==> src/rtl/core/sliding_window_max_defines.svh <==
// assertion macros shared by the sliding window maximum rtl
`ifndef SLIDING_WINDOW_MAX_DEFINES_SVH
`define SLIDING_WINDOW_MAX_DEFINES_SVH

`ifndef ASSERT_OFF
// property checked on every clock edge outside reset
`define SWM_ASSERT(name, prop, msg) \
  name: assert property (@(posedge clk) disable iff (!rst_n) prop) \
    else $error(msg);
// property whose consequent is checked in the cycle after the antecedent
`define SWM_ASSERT_NEXT(name, pre, post, msg) \
  name: assert property (@(posedge clk) disable iff (!rst_n) (pre) |=> (post)) \
    else $error(msg);
`else
`define SWM_ASSERT(name, prop, msg)
`define SWM_ASSERT_NEXT(name, pre, post, msg)
`endif

`endif

==> src/rtl/core/swm_pkg.sv <==
// shared types and constants of the sliding window maximum filter
package swm_pkg;

  localparam int WINDOW_MAX_DEF   = 64;
  localparam int SAMPLE_WIDTH_DEF = 32;

  localparam int             CFG_W        = 7;
  localparam logic [CFG_W-1:0] WS_RESET   = 7'd3;
  localparam int             APB_ADDR_W   = 3;
  localparam int             APB_DATA_W   = 32;
  localparam logic           REG_WS       = 1'b0;

  typedef enum logic [1:0] {
    ST_IDLE,
    ST_FRONT,
    ST_BACK,
    ST_PUSH
  } swm_state_t;

  typedef struct packed {
    logic load;
    logic fr_pop;
    logic fr_keep;
    logic bk_pop;
    logic push;
  } swm_cmd_t;

  typedef struct packed {
    logic empty_in;
    logic stale;
    logic single;
    logic smaller;
    logic out_block;
  } swm_stat_t;

endpackage

==> src/rtl/core/swm_ram.sv <==
// generic single write port ram with registered read
module swm_ram #(
  parameter int WIDTH = 8,
  parameter int DEPTH = 16,
  localparam int ADDR_W = (DEPTH > 1) ? $clog2(DEPTH) : 1
) (
  input  logic              clk,
  input  logic              we,
  input  logic [ADDR_W-1:0] waddr,
  input  logic [WIDTH-1:0]  wdata,
  input  logic [ADDR_W-1:0] raddr,
  output logic [WIDTH-1:0]  rdata
);

  logic [WIDTH-1:0] mem [DEPTH];

  always_ff @(posedge clk) begin
    if (we) begin
      mem[waddr] <= wdata;
    end
    rdata <= mem[raddr];
  end

endmodule

==> src/rtl/core/swm_ctrl.sv <==
// controller state machine sequencing the deque pops and the push
module swm_ctrl import swm_pkg::*; (
  input  logic      clk,
  input  logic      rst_n,
  input  logic      in_valid,
  output logic      in_ready,
  input  swm_stat_t stat,
  output swm_cmd_t  cmd
);

  swm_state_t state_r, state_nxt;

  always_ff @(posedge clk) begin
    if (!rst_n) begin
      state_r <= ST_IDLE;
    end else begin
      state_r <= state_nxt;
    end
  end

  always_comb begin
    state_nxt = state_r;
    cmd       = '0;
    in_ready  = 1'b0;
    case (state_r)
      ST_IDLE: begin
        in_ready = 1'b1;
        if (in_valid) begin
          cmd.load  = 1'b1;
          state_nxt = stat.empty_in ? ST_PUSH : ST_FRONT;
        end
      end
      ST_FRONT: begin
        if (stat.stale) begin
          cmd.fr_pop = 1'b1;
          state_nxt  = stat.single ? ST_PUSH : ST_FRONT;
        end else begin
          cmd.fr_keep = 1'b1;
          state_nxt   = ST_BACK;
        end
      end
      ST_BACK: begin
        if (stat.smaller) begin
          cmd.bk_pop = 1'b1;
          state_nxt  = stat.single ? ST_PUSH : ST_BACK;
        end else begin
          state_nxt = ST_PUSH;
        end
      end
      ST_PUSH: begin
        if (!stat.out_block) begin
          cmd.push  = 1'b1;
          state_nxt = ST_IDLE;
        end
      end
      default: begin
        state_nxt = ST_IDLE;
      end
    endcase
  end

endmodule

==> src/rtl/core/swm_dp.sv <==
// datapath: deque memory, pointers, counters and output register
`include "sliding_window_max_defines.svh"
module swm_dp import swm_pkg::*; #(
  parameter int WINDOW_MAX   = WINDOW_MAX_DEF,
  parameter int SAMPLE_WIDTH = SAMPLE_WIDTH_DEF
) (
  input  logic                    clk,
  input  logic                    rst_n,
  input  swm_cmd_t                cmd,
  output swm_stat_t               stat,
  input  logic [CFG_W-1:0]        ws,
  input  logic [SAMPLE_WIDTH-1:0] in_sample,
  input  logic                    in_start,
  input  logic                    out_ready,
  output logic                    out_valid,
  output logic [SAMPLE_WIDTH-1:0] out_data
);

  localparam int ADDRW = (WINDOW_MAX > 1) ? $clog2(WINDOW_MAX) : 1;
  localparam int CNTW  = $clog2(WINDOW_MAX + 1);
  localparam int POSW  = $clog2(2 * WINDOW_MAX);
  localparam int AGEW  = POSW + 1;
  localparam int SUMW  = ((ADDRW > CNTW) ? ADDRW : CNTW) + 1;
  localparam int WORDW = POSW + SAMPLE_WIDTH;

  logic [ADDRW-1:0]        head_r, head_nxt;
  logic [CNTW-1:0]         count_r, count_nxt;
  logic [POSW-1:0]         spos_r, spos_nxt;
  logic [CNTW-1:0]         seen_r, seen_nxt;
  logic [SAMPLE_WIDTH-1:0] smp_r, smp_nxt;
  logic [SAMPLE_WIDTH-1:0] front_val_r, front_val_nxt;
  logic                    out_valid_r, out_valid_nxt;
  logic [SAMPLE_WIDTH-1:0] out_data_r, out_data_nxt;

  logic [ADDRW-1:0]        rd_addr;
  logic [ADDRW-1:0]        wr_addr;
  logic [WORDW-1:0]        rd_word;
  logic [SAMPLE_WIDTH-1:0] rd_val;
  logic [POSW-1:0]         rd_pos;
  logic [AGEW-1:0]         age;
  logic [CNTW-1:0]         k_eff;
  logic [CNTW-1:0]         seen_inc;
  logic                    emit;

  function automatic logic [ADDRW-1:0] slot_of(input logic [ADDRW-1:0] base,
                                               input logic [CNTW-1:0]  off);
    logic [SUMW-1:0] sum;
    sum = SUMW'(base) + SUMW'(off);
    if (sum >= SUMW'(WINDOW_MAX)) begin
      sum = sum - SUMW'(WINDOW_MAX);
    end
    return ADDRW'(sum);
  endfunction

  swm_ram #(
    .WIDTH (WORDW),
    .DEPTH (WINDOW_MAX)
  ) u_deque (
    .clk   (clk),
    .we    (cmd.push),
    .waddr (wr_addr),
    .wdata ({spos_r, smp_r}),
    .raddr (rd_addr),
    .rdata (rd_word)
  );

  assign rd_val  = rd_word[SAMPLE_WIDTH-1:0];
  assign rd_pos  = rd_word[SAMPLE_WIDTH +: POSW];
  assign wr_addr = slot_of(head_r, count_r);

  // window length, clamped to 1..WINDOW_MAX
  always_comb begin
    if (ws == '0) begin
      k_eff = CNTW'(1);
    end else if (int'(ws) > WINDOW_MAX) begin
      k_eff = CNTW'(WINDOW_MAX);
    end else begin
      k_eff = CNTW'(ws);
    end
  end

  // distance of the entry just read from the current sample position
  always_comb begin
    if (spos_r >= rd_pos) begin
      age = AGEW'(spos_r) - AGEW'(rd_pos);
    end else begin
      age = AGEW'(spos_r) + AGEW'(2 * WINDOW_MAX) - AGEW'(rd_pos);
    end
  end

  assign seen_inc = (int'(seen_r) == WINDOW_MAX) ? seen_r : seen_r + CNTW'(1);
  assign emit     = int'(seen_inc) >= int'(k_eff);

  always_comb begin
    stat.empty_in  = in_start || (count_r == '0);
    stat.stale     = int'(age) >= int'(k_eff);
    stat.single    = (count_r == CNTW'(1));
    stat.smaller   = $signed(rd_val) < $signed(smp_r);
    stat.out_block = emit && out_valid_r && !out_ready;
  end

  // next read is issued in the same cycle as the decision on the current one
  always_comb begin
    rd_addr = head_r;
    if (cmd.load) begin
      rd_addr = in_start ? '0 : head_r;
    end else if (cmd.fr_pop) begin
      rd_addr = slot_of(head_r, CNTW'(1));
    end else if (cmd.fr_keep) begin
      rd_addr = slot_of(head_r, count_r - CNTW'(1));
    end else if (cmd.bk_pop) begin
      rd_addr = slot_of(head_r, count_r - CNTW'(2));
    end
  end

  always_comb begin
    head_nxt      = head_r;
    count_nxt     = count_r;
    spos_nxt      = spos_r;
    seen_nxt      = seen_r;
    smp_nxt       = smp_r;
    front_val_nxt = front_val_r;
    out_valid_nxt = out_valid_r && !out_ready;
    out_data_nxt  = out_data_r;
    if (cmd.load) begin
      smp_nxt = in_sample;
      if (in_start) begin
        head_nxt  = '0;
        count_nxt = '0;
        spos_nxt  = '0;
        seen_nxt  = '0;
      end
    end
    if (cmd.fr_pop) begin
      head_nxt  = slot_of(head_r, CNTW'(1));
      count_nxt = count_r - CNTW'(1);
    end
    if (cmd.fr_keep) begin
      front_val_nxt = rd_val;
    end
    if (cmd.bk_pop) begin
      count_nxt = count_r - CNTW'(1);
    end
    if (cmd.push) begin
      count_nxt = count_r + CNTW'(1);
      spos_nxt  = (spos_r == POSW'(2 * WINDOW_MAX - 1)) ? '0 : spos_r + POSW'(1);
      seen_nxt  = seen_inc;
      if (emit) begin
        out_valid_nxt = 1'b1;
        out_data_nxt  = (count_r == '0) ? smp_r : front_val_r;
      end
    end
  end

  always_ff @(posedge clk) begin
    if (!rst_n) begin
      head_r      <= '0;
      count_r     <= '0;
      spos_r      <= '0;
      seen_r      <= '0;
      out_valid_r <= 1'b0;
    end else begin
      head_r      <= head_nxt;
      count_r     <= count_nxt;
      spos_r      <= spos_nxt;
      seen_r      <= seen_nxt;
      out_valid_r <= out_valid_nxt;
    end
  end

  always_ff @(posedge clk) begin
    smp_r       <= smp_nxt;
    front_val_r <= front_val_nxt;
    out_data_r  <= out_data_nxt;
  end

  assign out_valid = out_valid_r;
  assign out_data  = out_data_r;

  `SWM_ASSERT(a_push_room, cmd.push |-> int'(count_r) < WINDOW_MAX, "push into a full deque")
  `SWM_ASSERT(a_pop_live, (cmd.fr_pop || cmd.bk_pop) |-> count_r != '0, "pop from an empty deque")
  `SWM_ASSERT_NEXT(a_max_bound, cmd.push && emit, out_valid_r && ($signed(out_data_r) >= $signed($past(smp_r))), "window max below newest sample")
  `SWM_ASSERT(a_seen_sat, int'(seen_r) <= WINDOW_MAX, "sample count past saturation")

endmodule

==> src/rtl/core/sliding_window_max.sv <==
// sliding window maximum filter top level: config register, controller, datapath
// sequencing: a sample is accepted in the idle state, checked against the deque front and back
//   (one deque entry per check), then pushed, which loads the output register once the window
//   has filled; output stalls hold off the push. A new sample is accepted only after that push,
//   and each sample is pushed once and dropped at most once
// reset: synchronous active low, empties the deque, window_size back to 3, ram not cleared
module sliding_window_max import swm_pkg::*; #(
  parameter int WINDOW_MAX   = WINDOW_MAX_DEF,
  parameter int SAMPLE_WIDTH = SAMPLE_WIDTH_DEF,
  localparam int DATA_W = ((SAMPLE_WIDTH + 7) / 8) * 8
) (
  input  logic                  clk,
  input  logic                  rst_n,
  // input stream
  input  logic                  in_tvalid,
  output logic                  in_tready,
  input  logic [DATA_W-1:0]     in_tdata,   // sample, zero padded above
  input  logic                  in_tuser,   // start_req
  // result stream
  output logic                  out_tvalid,
  input  logic                  out_tready,
  output logic [DATA_W-1:0]     out_tdata,  // window_max, zero padded above
  // configuration port
  input  logic                  cfg_psel,
  input  logic                  cfg_penable,
  input  logic                  cfg_pwrite,
  input  logic [APB_ADDR_W-1:0] cfg_paddr,
  input  logic [APB_DATA_W-1:0] cfg_pwdata,
  output logic [APB_DATA_W-1:0] cfg_prdata,
  output logic                  cfg_pready
);

  logic [CFG_W-1:0]        ws_r, ws_nxt;
  logic                    cfg_wr;
  swm_cmd_t                cmd;
  swm_stat_t               stat;
  logic [SAMPLE_WIDTH-1:0] max_data;

  // config register, word index taken from address bit 2
  assign cfg_pready = 1'b1;
  assign cfg_wr     = cfg_psel && cfg_penable && cfg_pwrite && cfg_pready;

  always_comb begin
    ws_nxt = ws_r;
    if (cfg_wr && (cfg_paddr[2] == REG_WS)) begin
      ws_nxt = cfg_pwdata[CFG_W-1:0];
    end
  end

  always_ff @(posedge clk) begin
    if (!rst_n) begin
      ws_r <= WS_RESET;
    end else begin
      ws_r <= ws_nxt;
    end
  end

  assign cfg_prdata = (cfg_paddr[2] == REG_WS) ? APB_DATA_W'(ws_r) : '0;

  // controller walks front drops, back drops, then the push and result
  swm_ctrl u_ctrl (
    .clk      (clk),
    .rst_n    (rst_n),
    .in_valid (in_tvalid),
    .in_ready (in_tready),
    .stat     (stat),
    .cmd      (cmd)
  );

  // datapath holds the deque ram, pointers and the output register
  swm_dp #(
    .WINDOW_MAX   (WINDOW_MAX),
    .SAMPLE_WIDTH (SAMPLE_WIDTH)
  ) u_dp (
    .clk       (clk),
    .rst_n     (rst_n),
    .cmd       (cmd),
    .stat      (stat),
    .ws        (ws_r),
    .in_sample (in_tdata[SAMPLE_WIDTH-1:0]),
    .in_start  (in_tuser),
    .out_ready (out_tready),
    .out_valid (out_tvalid),
    .out_data  (max_data)
  );

  assign out_tdata = DATA_W'(max_data);

endmodule
==> config.mk <==
export PLATFORM = sky130hd
export DESIGN_NAME = sliding_window_max
export DESIGN_NICKNAME = d
export VERILOG_FILES = /design/src/rtl/core/swm_pkg.sv /design/src/rtl/core/swm_ram.sv /design/src/rtl/core/swm_ctrl.sv /design/src/rtl/core/swm_dp.sv /design/src/rtl/core/sliding_window_max.sv
export VERILOG_INCLUDE_DIRS = /design/src /design/src/rtl/core
export SDC_FILE = /design/constraint.sdc
export NUM_CORES = 2
export LEC_CHECK = 0
export BUFFER_PORTS_ARGS = -buffer_cell sky130_fd_sc_hd__buf_2
export CORE_UTILIZATION = 32
export CTS_CLUSTER_SIZE = 16
export DETAILED_ROUTE_END_ITERATION = 7
export HOLD_SLACK_MARGIN = 0.15
export SLEW_MARGIN = 20
export SYNTH_ARGS = -nofsm -noshare
export SYNTH_HDL_FRONTEND = slang
export SYNTH_SLANG_ARGS = --single-unit
==> constraint.sdc <==
create_clock -name clk -period 23.7 [get_ports clk]
set_input_delay 4.74 -clock clk [delete_from_list [all_inputs] [get_ports clk]]
set_output_delay 4.74 -clock clk [all_outputs]
set_load 0.01 [all_outputs]
After elaboration in Yosys (flattened, before gate mapping)
Memories as Yosys holds them, arrays and structs flattened. A register that Yosys moved wholly into a read port is not among the register bits.
Cells that the tools add are included.

storage, ports and cells
  memories kept = 1
  memory bits (writable) = 2,496
  register bits = 133

memory list
  name              depth  width  rd ports  clocked after memory_dff  wr ports  RTL line       source
  u_dp.u_deque.mem  64     39     1         1                         1         swm_ram.sv:15  logic [WIDTH-1:0] mem [DEPTH];

operators by class
  bitwise operators = 1
  $add $sub $neg = 16
  reductions and logical operators = 20
  multiplexer cells = 47
  magnitude comparators = 9
  eq/ne operators = 8

operators with widths
  kind                                                                                 number
  7-bit 2-to-1 mux                                                                     12
  6-bit 2-to-1 mux                                                                     11
  32-bit < comparator                                                                  1
  32-bit 2-to-1 mux                                                                    1
  6-bit by 7-bit adder with 8-bit output                                               3
  8-bit by 7-bit greater-or-equal comparator with 1-bit output, second input constant  3
  6-bit by 1-bit subtractor with 6-bit output, second input constant                   4
  7-bit by 1-bit adder with 7-bit output, second input constant                        3
  7-bit == test, second input constant                                                 2
  7-bit greater-or-equal comparator                                                    2
  7-bit logical NOT                                                                    2
  1-bit 2-to-1 mux                                                                     14
  2-bit 2-to-1 mux                                                                     7
  7-bit by 8-bit adder with 8-bit output, second input constant                        1
  8-bit by 7-bit greater-or-equal comparator with 1-bit output                         1
  8-bit 2-to-1 mux                                                                     1
  2-bit case mux with 4 select lines                                                   1
  2-bit AND reduction                                                                  4
  4-bit nonzero test                                                                   2
  7-bit by 7-bit subtractor with 8-bit output                                          1
  8-bit by 7-bit subtractor with 8-bit output                                          1
  6-bit by 1-bit adder with 7-bit output, second input constant                        1
  7-bit by 1-bit == test with 1-bit output, second input constant                      1
  7-bit greater-or-equal comparator, second input constant                             1
  other kinds (12)                                                                     21

Depth between registers and ports, before layout
  word-level depth = 10
  depth in mapped cells = 24
  mapped depth without buffers = 20

Hierarchy
A second synthesis with hierarchy kept.

unflattened totals
  cells, all modules = 4,822
  area total of the unflattened synthesis = 103,148.9 µm²

by module, submodules not included
  module              sequential area each (µm²)  area each (µm²)  cells an instance  times used
  swm_ram             75,732.6                    95,352.7         4,059              1
  swm_dp              3,443.3                     7,093.1          680                1
  sliding_window_max  140.1                       561.8            66                 1
  swm_ctrl            40.0                        141.4            17                 1

Worst setup path after synthesis
OpenSTA, ideal clock, no wires.

  kind = input port to output port
  from = input cfg_paddr[2]
  to = output cfg_prdata[0]
  required time = 18.960 ns
  slack = 14.042 ns
  arrival = 4.918 ns
  stages on the path = 1
  cell sequence = nor2b_1

on the way
  longest elaborated chain between the ends = 1

RTL lines
  what              RTL line                  source
  from (decl)       sliding_window_max.sv:27  input logic [APB_ADDR_W-1:0] cfg_paddr,
  7-bit 2-to-1 mux  sliding_window_max.sv:58  assign cfg_prdata = (cfg_paddr[2] == REG_WS) ? APB_DATA_W'(ws_r) : '0;
  to (decl)         sliding_window_max.sv:29  output logic [APB_DATA_W-1:0] cfg_prdata,

Every way passes these cells.

==> run metrics <==
status=complete, but fails checks; violated checks=DRC; TritonCTS clock tree=yes; Crit Path Max Fanout=137; # hold bufs at CTS=0; initial antenna violation count=29; DRC errors left=1; drt first pass iters=8; final hold slack=approximately 440 ps; minimum clock period=9880 ps; post-synth cell types=86; Post-Place Worst Slack=12,960 ps; Post-synth EDFFs=2,592; CTS resizes=0; Synth Flop Type=edfxtp_1; Cells after Synth=between 7,000 and 8,000; worst r2r src=u_dp.spos_r[1]$_SDFFE_PN0P_; sequential area share after synthesis=0.752; # nets final=7,869; I/O pin count=142; Reg clk slew, reported paths=around 60 ps; power after layout=16.5 mW; setup bufs post-CTS=0; count leader, synth=edfxtp_1; Slew HR=0.150; max_cap viols=0; Filler Cell Count=around 31,000; I/O Buffers=88; total CTS buffers=280; Post-Route M1 WL=130 mm; hpwl dp=around 170 mm; met2 WL post-DR=143 mm; final setup fails=0; DRT Wirelength=~320 mm; period utilisation layout=0.417; Worst Hold Class=flop to flop; RSZ-0062 raised after global routing=no; share of post-route cells with drive strength above 1=0.101; worst-case clock skew=62.4 ps; chip width=576 um; Hold Fails Final Rpt=0; Overall Global Routing Usage=0.188; highest routed layer=met5; synth warn=0; Post-synth top cells=2,592 x edfxtp_1, 1,777 x nand2_1, 1,011 x nand3_1; most frequent CP cell=buf_4; Final Wtd Congestion=a little under 0.9; post-synth top area share=0.737; CP Capture Type=flop; vias in the first global route=~63,000; CP cell instances=buf_2 -> nand2_1 -> inv_2 -> buf_4 -> a21oi_1 -> mux2i_1 -> or2_4 -> buf_4 -> buf_12 -> buf_4 -> nand3_1 -> a311oi_1 -> a31oi_1 -> a22oi_1 -> o211a_1; Starting Density=0.322; ys async rst share=0; drt initial violations=9,390; Power Density=137 nW/um^2; Worst path max stage delay=roughly 760 ps; f_max=101 MHz; Post-DP Area=roughly 110,000 um^2; Final Instance Area=~120,000 um^2; Max clock buf depth=4; Antenna Nets Post-Route=0; Die Y=576 um; Worst-Margin Slew=1280 ps; htree depth=5; core area=328,000 um^2; leak pwr=39.6 nW; first-pass GRT wire length=452 mm; Worst IR Drop VDD=251 uV; gr ovfl total=0; data arrival time of the critical path=10,670 ps; startpoint types=input port; # rows=210; Wirelength per Cell=26.2 um; syn_area_per_cell=13.9 um^2; critical path class=input port to flop; Slew Viols, Final=0; area leader, netlist=edfxtp_1; post-synthesis cell area=106,000 um^2; clk sinks=2,668; drt via density=5.41; Hold Path Origin=u_dp.u_deque.rdata[17]$_DFF_P_; area of the die=roughly 330,000 um^2; P&R area growth vs syn=14.1%; Root Buffer=clkbuf_16; largest net degree at the start of global routing=192; Final WS setup=roughly 14,000 ps; Critical path origin=in_tvalid; worst skew pair latency=around 850 ps; Post-Route Setup TNS=0 ps; total length of routed met3 wires=35.8 mm; Critical Path RT=24,490 ps; slowest CP cell=a22oi_1; top cells by area, synth=edfxtp_1 74%, nand2_1 6.3%, nand3_1 4.8%, mux2i_1 3.1%, dfxtp_1 1.4%; Vias=between 60,000 and 70,000; #FFs+latches synth=between 2,000 and 3,000
[worst paths after layout]
path	depth (start not counted)	slack [ps]	to
worst max register to register	22	14850	u_dp.u_deque.rdata[24]$_DFF_P_
worst min-delay path	0	440	u_dp.front_val_r[17]$_DFFE_PN_
worst min register to register	0	440	u_dp.front_val_r[17]$_DFFE_PN_
worst max-delay path	15	13820	u_dp.u_deque.rdata[13]$_DFF_P_
[cell usage in the layout, fill, tap and decap left out, drive strengths merged, types with 4 or more instances in the layout]
master,Yosys,layout
a21o,20,20
a21oi,113,113
a221oi,8,8
a22oi,39,39
a311oi,38,38
a31oi,234,234
and3,10,10
buf,220,277
bufinv,0,17
clkbuf,265,355
clkinv,0,96
clkinvlp,0,7
conb,2,26
dfxtp,76,76
diode,0,13
edfxtp,2592,2592
fa,4,4
ha,76,76
inv,59,72
mux2,35,35
mux2i,326,326
nand2,1777,1777
nand2b,8,8
nand3,1012,1012
nand4,88,88
nor2,128,128
nor2b,14,14
nor3,18,18
nor3b,4,4
nor4,6,6
o211a,37,37
o21a,7,7
o21ai,104,104
o22ai,193,193
or3,5,5
xnor2,22,22
xor2,15,15
[routing by layer]
| layer | vias up | GRT usage |
|---|---|---|
| li1 | 28654 | - |
| met3 | 586 | 0.0424 |
| met4 | 14 | 0.0752 |
| met2 | 3719 | 0.288 |
| met5 | - | 0 |
| met1 | 33404 | 0.259 |
[cells by family (layout without fill, tap and decap cells)]
group | after synthesis | after routing | synth area share
xor gates and xnor gates | 37 | 37 | 0.00307
AOI/OAI and AO/OA | 837 | 837 | 0.0517
adders and majority gates | 80 | 80 | 0.00977
and+or+nand+nor | 3084 | 3084 | 0.126
buffers and inverters | 544 | 824 | 0.0223
DFF | 2668 | 2668 | 0.752
other | 2 | 39 | 0.0000711
muxes | 364 | 364 | 0.0353
[per-stage QoR]
step                utilization  cells
floorplan                     -   7640
global placement          0.341  11778
detailed placement        0.341  11778
CTS                       0.367  12266
global route              0.368  12277
finish                    0.368  12279
[worst max-delay path: cells and delay by family]
family / cells / cell delay [ps]
multiplexers: 1 / 310
AO/OA/AOI/OAI: 5 / 1590
AND/OR/NAND/NOR: 3 / 1060
buffers and inverters: 6 / 2780
[cell type report]
class	instances	area, um^2	area share
timing repair buffer	277	1930	0.0161
tap	4346	5440	0.0451
clock buffer	355	7550	0.0627
multi-input combinational	4428	24700	0.205
antenna	13	32.5	0.000270
clock inverter	133	1190	0.00985
sequential	2668	79400	0.659
inverter	59	221	0.00184
[report_power, final]
group | switching (mW) | total (mW) | internal [mW]
Combinational | 4.92 | 6.62 | 1.70
Clock | 1.80 | 4.24 | 2.45
Sequential | 0.0962 | 5.59 | 5.49
Total | 6.82 | 16.5 | 9.64
[registers in the layout, summed over array words and instances, names as in the netlist, 6 cells and up]
name and flops:
u_dp.count_r 7, u_dp.front_val_r 32, u_dp.head_r 6, u_dp.out_data 32, u_dp.seen_r 7, u_dp.smp_r 32, u_dp.spos_r 7, u_dp.u_deque.mem 2496
u_dp.u_deque.rdata 39, ws_r 7
No activity file was read; power rests on OpenSTA's default activity.
